==> config.mk <==
export PLATFORM = sky130hd
export DESIGN_NAME = mkts_cell
export DESIGN_NICKNAME = d
export VERILOG_FILES = /design/src/rtl/mkts_pkg.sv /design/src/rtl/mkts_cell.sv
export SDC_FILE = /design/constraint.sdc
export NUM_CORES = 1
export LEC_CHECK = 0
export BUFFER_PORTS_ARGS = -buffer_cell sky130_fd_sc_hd__buf_2
export CAP_MARGIN = 20
export CORE_AREA = 3 3 355 357
export DETAILED_ROUTE_END_ITERATION = 7
export DIE_AREA = 0 0 358 360
export PLACE_DENSITY_LB_ADDON = 0.12
export SLEW_MARGIN = 10
export SYNTH_ARGS = -nofsm -noshare
export SYNTH_HDL_FRONTEND = slang
export SYNTH_SLANG_ARGS = --single-unit
==> constraint.sdc <==
create_clock -name clock -period 50.5 [get_ports clock]
set_input_delay 2.525 -clock clock [delete_from_list [all_inputs] [get_ports clock]]
set_output_delay 2.525 -clock clock [all_outputs]
set_load 0.01 [all_outputs]
==> src/rtl/mkts_pkg.sv <==
`default_nettype none
package mkts_pkg;
   localparam int CAPACITY = 64;
   localparam int MAX_KEYS = 3;
   localparam int KEY_W = 64;
   localparam int ROW_W = 32;
   localparam int CNT_W = $clog2(CAPACITY + 1);
   localparam int IDX_W = (CAPACITY > 1) ? $clog2(CAPACITY) : 1;

   localparam logic [1:0] REG_KEYS  = 2'd0;
   localparam logic [1:0] REG_DESC  = 2'd1;
   localparam logic [1:0] REG_SIGN  = 2'd2;
   localparam logic [1:0] REG_LIMIT = 2'd3;

   localparam logic KIND_OFFER = 1'b0;
   localparam logic KIND_EMIT  = 1'b1;

   typedef struct packed {
      logic             kind;
      logic [31:0]      row_id;
      logic [KEY_W-1:0] key_a;
      logic [KEY_W-1:0] key_b;
      logic [KEY_W-1:0] key_c;
   } req_type;

   typedef struct packed {
      logic [31:0] out_row;
      logic        is_last;
      logic        none_kept;
   } rsp_type;

   typedef struct packed {
      logic [ROW_W-1:0] row;
      logic [KEY_W-1:0] key_a;
      logic [KEY_W-1:0] key_b;
      logic [KEY_W-1:0] key_c;
   } entry_type;

   // compare settings shared by all cells
   typedef struct packed {
      logic [1:0] nkeys;
      logic [2:0] desc;
      logic [2:0] sgn;
   } cmp_cfg_type;

   // one key: new strictly before, or strictly after
   function automatic logic [1:0] key_cmp(input logic [KEY_W-1:0] a_raw,
                                          input logic [KEY_W-1:0] b_raw,
                                          input logic sgn, input logic desc);
      logic [KEY_W-1:0] a;
      logic [KEY_W-1:0] b;
      logic lt;
      logic gt;
      a = a_raw ^ {sgn, {(KEY_W-1){1'b0}}};
      b = b_raw ^ {sgn, {(KEY_W-1){1'b0}}};
      lt = desc ? (a > b) : (a < b);
      gt = desc ? (a < b) : (a > b);
      return {lt, gt};
   endfunction

   function automatic logic comes_before(input entry_type n, input entry_type e,
                                         input cmp_cfg_type c);
      logic [1:0] r0;
      logic [1:0] r1;
      logic [1:0] r2;
      r0 = key_cmp(n.key_a, e.key_a, c.sgn[0], c.desc[0]);
      r1 = key_cmp(n.key_b, e.key_b, c.sgn[1], c.desc[1]);
      r2 = key_cmp(n.key_c, e.key_c, c.sgn[2], c.desc[2]);
      if (r0 != 2'b00 || c.nkeys == 2'd1) return r0[1];
      if (r1 != 2'b00 || c.nkeys == 2'd2) return r1[1];
      return r2[1];
   endfunction
endpackage
`default_nettype wire

==> src/rtl/mkts_cell.sv <==
`default_nettype none
// One slot of the sorted chain. Slot i holds the i-th kept row.
module mkts_cell (
   input  wire logic                 clock,
   input  wire logic                 insert,      // offer broadcast this cycle
   input  wire logic                 shift_out,   // emit: take neighbor's entry
   input  wire mkts_pkg::cmp_cfg_type cfg,
   input  wire mkts_pkg::entry_type  new_entry,
   input  wire logic                 occ,         // this slot is below count
   input  wire logic                 prev_before, // new row goes at or before prev slot
   input  wire mkts_pkg::entry_type  prev_entry,
   input  wire mkts_pkg::entry_type  next_entry,
   output logic                      ahead,
   output mkts_pkg::entry_type       entry
);
   mkts_pkg::entry_type entry_ff, entry_in;

   always_comb begin
      ahead = !occ || mkts_pkg::comes_before(new_entry, entry_ff, cfg);
      entry_in = entry_ff;
      if (shift_out) begin
         entry_in = next_entry;
      end else if (insert && ahead) begin
         entry_in = prev_before ? prev_entry : new_entry;
      end
   end

   always_ff @(posedge clock) begin
      entry_ff <= entry_in;
   end

   assign entry = entry_ff;
endmodule
`default_nettype wire

# [After elaboration in Yosys (flattened, before gate mapping)]
# Cells that the tools add are included.
[totals] register_bits=224 input_bits=685 word_cells=41
[op_classes] magnitude_cmp=6 eq_ne=2 muxes=15 bitwise_logic=6 n_reduce_logical=8
[op_table] operator="2-to-1 mux 224 bit" count=3
[op_table] operator="bitwise XOR 64 bit" count=6
[op_table] operator="> comparator 64 bit" count=3
[op_table] operator="< comparator 64 bit" count=3
[op_table] operator="2-to-1 mux 1 bit" count=12
[op_table] operator="nonzero test 2 bit" count=3
[op_table] operator="logical OR 1 bit" count=3
[op_table] operator="== test 2 x 1 -> 1 bit, second input constant" count=1
[op_table] operator="== test 2 bit, second input constant" count=1
[op_table] operator="logical AND 1 bit" count=1
[op_table] operator="logical NOT 1 bit" count=1

# [Depth between registers and ports, before layout]
[depth] depth_word=13 ltp_mapped=11

# [Worst setup path before layout]
# Ideal clock, no wire load.
[synth_path] kind="input to register" start="input port new_entry[78] (netlist name)" end="register entry_ff, in the netlist entry[0] (enable)" setup_ps=1137 t_arrival_ps=20632 required_ps=49363 setup_slack_ps=28730 path_stages=10 cell_sequence="ha_1 -> a21oi_1 -> nand2_1 -> a21o_1 -> a2111o_1 -> a211oi_2 -> a211oi_1 -> a311oi_2 -> a211oi_1 -> o31ai_1"
[synth_via] elab_chain_len=12 word_cells_on_any_way=15 classes_between="order compare (2); mux (7); bitwise (1); reduce/logical (5)"
[synth_lines] element="start, declared" line="mkts_cell.sv:8" source="input wire mkts_pkg::entry_type new_entry,"
[synth_lines] element="bitwise XOR 64 bit *" line="mkts_pkg.sv:54" source="a = a_raw ^ {sgn, {(KEY_W-1){1'b0}}};"
[synth_lines] element="> comparator 64 bit or < comparator 64 bit (tied branches)" line="mkts_pkg.sv:56, mkts_pkg.sv:57"
[synth_lines] element="2-to-1 mux 1 bit (on tied branches)" line="mkts_pkg.sv:57, mkts_pkg.sv:56"
[synth_lines] element="nonzero test 2 bit" line="mkts_pkg.sv:70" source="if (r1 != 2'b00 || c.nkeys == 2'd2) return r1[1];"
[synth_lines] element="logical OR 1 bit" line="mkts_pkg.sv:70"
[synth_lines] element="2-to-1 mux 1 bit (2 in series)" line="mkts_pkg.sv:70"
[synth_lines] element="2-to-1 mux 1 bit *" line="mkts_pkg.sv:71" source="return r2[1];"
[synth_lines] element="2-to-1 mux 1 bit *" line="mkts_pkg.sv:70"
[synth_lines] element="logical OR 1 bit *" line="mkts_cell.sv:19" source="ahead = !occ || mkts_pkg::comes_before(new_entry, entry_ff, cfg);"
[synth_lines] element="logical AND 1 bit *" line="mkts_cell.sv:23" source="end else if (insert && ahead) begin"
[synth_lines] element="nonzero test 2 bit (no source line) *"
[synth_lines] element="end signal, assigned" line="mkts_cell.sv:29" source="entry_ff <= entry_in;"
[synth_lines] element="end, declared" line="mkts_cell.sv:16" source="mkts_pkg::entry_type entry_ff, entry_in;"
# Every way passes the cells marked *; elsewhere a longest branch is shown, timed or not. The select of a mux whose other input is x is not followed.
# A chain may end at the register's enable or synchronous reset.

# [Final worst setup path]
[layout_path] start="input port new_entry[47] (netlist name)" end="output port ahead"
[layout_via] elab_chain_len=6 word_cells_on_any_way=7 classes_between="order compare (2); mux (3); bitwise (1); reduce/logical (1)"
[layout_lines] element="bitwise XOR 64 bit *" line="mkts_pkg.sv:54"
[layout_lines] element="< comparator 64 bit or > comparator 64 bit (tied branches)"
[layout_lines] element="2-to-1 mux 1 bit *" line="mkts_pkg.sv:56" source="lt = desc ? (a > b) : (a < b);"
[layout_lines] element="2-to-1 mux 1 bit *" line="mkts_pkg.sv:71"
[layout_lines] element="2-to-1 mux 1 bit *" line="mkts_pkg.sv:70"
[layout_lines] element="logical OR 1 bit *" line="mkts_cell.sv:19"
[layout_lines] element="end, declared" line="mkts_cell.sv:13" source="output logic ahead,"
# Every way passes the cells marked *; elsewhere a longest branch is shown, timed or not.

==> results.sh <==
export IMPL_cts_tree="built"
export IMPL_ff2ff_setup_slack_ns=44.65
export IMPL_drive_gt1_frac=0.379
export IMPL_status="finished, final reports clean"
export IMPL_grt_overflow=0
export IMPL_antenna_found_initial=75
export IMPL_drt_initial_drc_count=776
export IMPL_synthArstFlopShare=0
export IMPL_yosysSeqAreaShare=0.411
export IMPL_switching_share=0.333
export IMPL_dieArea_um2=129000
export IMPL_syn_to_final_growth_pct=46.5
export IMPL_p_seq_frac=0.364
export IMPL_timing_worst_setup_path_type="input port to primary output"
export IMPL_yosys_area_share_simple=0.0982
export IMPL_critPathCaptureType="primary output"
export IMPL_antenna_left=0
export IMPL_rsz0062_at_grt="no"
export IMPL_utilization=0.195
export IMPL_finalHoldViolCount=0
export IMPL_crit_fanout=3
export IMPL_cts_htree_levels=2
export IMPL_irDropWorstVdd_v=0.0000137
export IMPL_postCtsSetupBuffers=0
export IMPL_place_area_um2=22800
export IMPL_yosys_warnings=0
export IMPL_cp_arrival_ns=5.96
export IMPL_routed_wirelength_um=93400
export IMPL_ios=910
export IMPL_grt_pass1_vias=16300
export IMPL_p_int_mw=0.448
export IMPL_numCtsBuffers=36
export IMPL_cellPowerDensity_nw_per_um2=28.0
export IMPL_drc=0
export IMPL_finalCriticalPeriod_ns=8.49
export IMPL_tns_ns=0
export IMPL_io_buffers=909
export IMPL_gp_congestion=0.780
export IMPL_synth_cell_types=58
export IMPL_fill_cells=14000
export IMPL_cts_resized=0
export IMPL_fmaxAchievable_mhz=118
export IMPL_die_h_um=360
export IMPL_p_clk_frac=0.361
export IMPL_post_place_ws_ns=41.76
export IMPL_clk_pin_slew_worst_paths_ns=0.05
export IMPL_vias_per_cell=3.71
export IMPL_die_w_um=358
export IMPL_postCtsHoldBufs=0
export IMPL_fin_crit_sh=0.168
export IMPL_power_leakage_nw=11.9
export IMPL_grt_max_degree=93
export IMPL_ys_seq_elements=224
export IMPL_cp_start_kind="input port"
export IMPL_avgSynthCellArea_um2=9.69
export IMPL_vias=15800
export IMPL_min_path_type="flip-flop to flip-flop"
export IMPL_synth_top_area_frac=0.411
export IMPL_clockRootBuffer="clkbuf_16"
export IMPL_start_util=0.133
export IMPL_synth_cells=1690
export IMPL_stdcell_count=4269
export IMPL_clockBufferDepth=3
export IMPL_core_area_um2=123000
export IMPL_largest_register_ff_count=224
export IMPL_routedWlPerCell_um=21.9
export IMPL_synth_compound_area_frac=0.142
export IMPL_synth_fa_ha_area_frac=0.145
export IMPL_maxCapViolCount=0
export IMPL_rows=129
export IMPL_dr_pass1_iters=5
export IMPL_place_hpwl_um=79300
export IMPL_fin_skew_ns=0.0343
export IMPL_synthMuxAreaShare=0.138
export IMPL_clk_latency_ns=0.58
export IMPL_synth_area_leaders="edfxtp_1 (41%), ha_1 (15%), mux2i_1 (14%)"
export IMPL_tightestPinTransition_ns=1.02
export IMPL_grt_total_usage=0.138
export IMPL_power_net_switching_mw=0.224
export IMPL_combPwrFrac=0.274
export IMPL_final_area_um2=24000
export IMPL_synth_edf_count=224
export IMPL_yosysTopAreaCell="edfxtp_1"
export IMPL_synth_xor_area_frac=0.00214
export IMPL_ys_flop_type="edfxtp_1"
export IMPL_synth_area_um2=16400
export IMPL_relSlewSlack=0.317
export IMPL_fin_ws_ns=42.01
export IMPL_synth_net_count=2565
export IMPL_final_max_slew_viol_count=0
export IMPL_setup_violations=0
export IMPL_dp_cells=4175
export IMPL_synth_top_family_by_area="adder cells"
export IMPL_clkSinkCount=224
export IMPL_required_ns=47.98
export IMPL_grt_first_pass_wirelength_um=125000
export IMPL_hold_slack_ns=2.04
export IMPL_nets=3451
export IMPL_total_power_mw=0.672
[final timing paths]
check / cells past startpoint / end / start
setup / recovery: 12 / ahead / new_entry[47]
hold / removal: 8 / entry[217] / entry[167]
hold reg to reg: 8 / entry[217] / entry[167]
setup reg to reg: 13 / entry[22] / entry[47]
[per-layer routing]
layer	track usage	up-vias	routed length (um)
met3	0.0600	156	10300
met1	0.154	7148	35500
met4	0.0355	38	2180
li1	-	7897	-
met5	0	-	264
met2	0.240	609	45200
[logic make-up (layout without fill, tap and decap cells)]
kind of cell,after synthesis,after routing
AO/OA/AOI/OAI,399,399
AND/OR/NAND/NOR,368,368
buffers and inverters,280,1193
multiplexers,225,225
flip-flops,224,224
adder cells (fa/ha/maj),190,190
XOR/XNOR,4,4
other,0,29
[placed cells by master (no fill, tap or decap), drive strengths merged, types with 3 or more instances in the layout]
cell,instances
a211oi,13
a21o,46
a21oi,63
a221oi,4
buf,923
clkbuf,48
clkinv,14
diode,29
edfxtp,224
ha,190
inv,207
mux2i,224
nand2,261
nand3,15
nand4,41
nor2,18
nor2b,5
nor3,9
nor4,7
o2111ai,3
o21a,3
o21ai,247
xor2,3
[area by class of cell]
class | count | area [um2] | share of cell area
antenna | 29 | 72.6 | 0.00302
clock buffer | 48 | 967 | 0.0403
clock inverter | 17 | 106 | 0.00443
inverter | 205 | 769 | 0.0321
multi-input combinational | 1186 | 8620 | 0.359
sequential | 224 | 6730 | 0.280
tap | 1637 | 2050 | 0.0854
timing repair buffer | 923 | 4690 | 0.195
[Yosys cell counts, drive strengths merged (7+ instances only)]
cell and instances:
ha 190, a21o 46, nand2 261, o21ai 247, nand3 15, mux2i 224, a211oi 13, nor2 18
inv 205, a21oi 63, nor4 7, edfxtp 224, nor3 9, clkbuf 53, buf 21, nand4 41
[power groups by stage]
stage,logic [mW],clock network (mW),registers [mW]
finish,0.184,0.243,0.245
global route,0.209,0.262,0.248
CTS,0.191,0.257,0.246
detailed placement,0.190,0,0.249
global placement,0.192,0,0.249
floorplan,0.0801,0,0.267
[worst max-delay path, cell delays in order]
cell	delay (ns)
buf_2	0.11
ha_1	0.33
nand4_1	0.23
nor3_1	0.74
a221oi_1	0.16
o21ai_0	0.28
a22oi_1	0.24
o211a_1	0.23
o2111ai_1	0.60
a211oi_1	0.17
o21ai_1	0.16
buf_2	0.18
No activity file was read; power rests on OpenSTA's default activity.
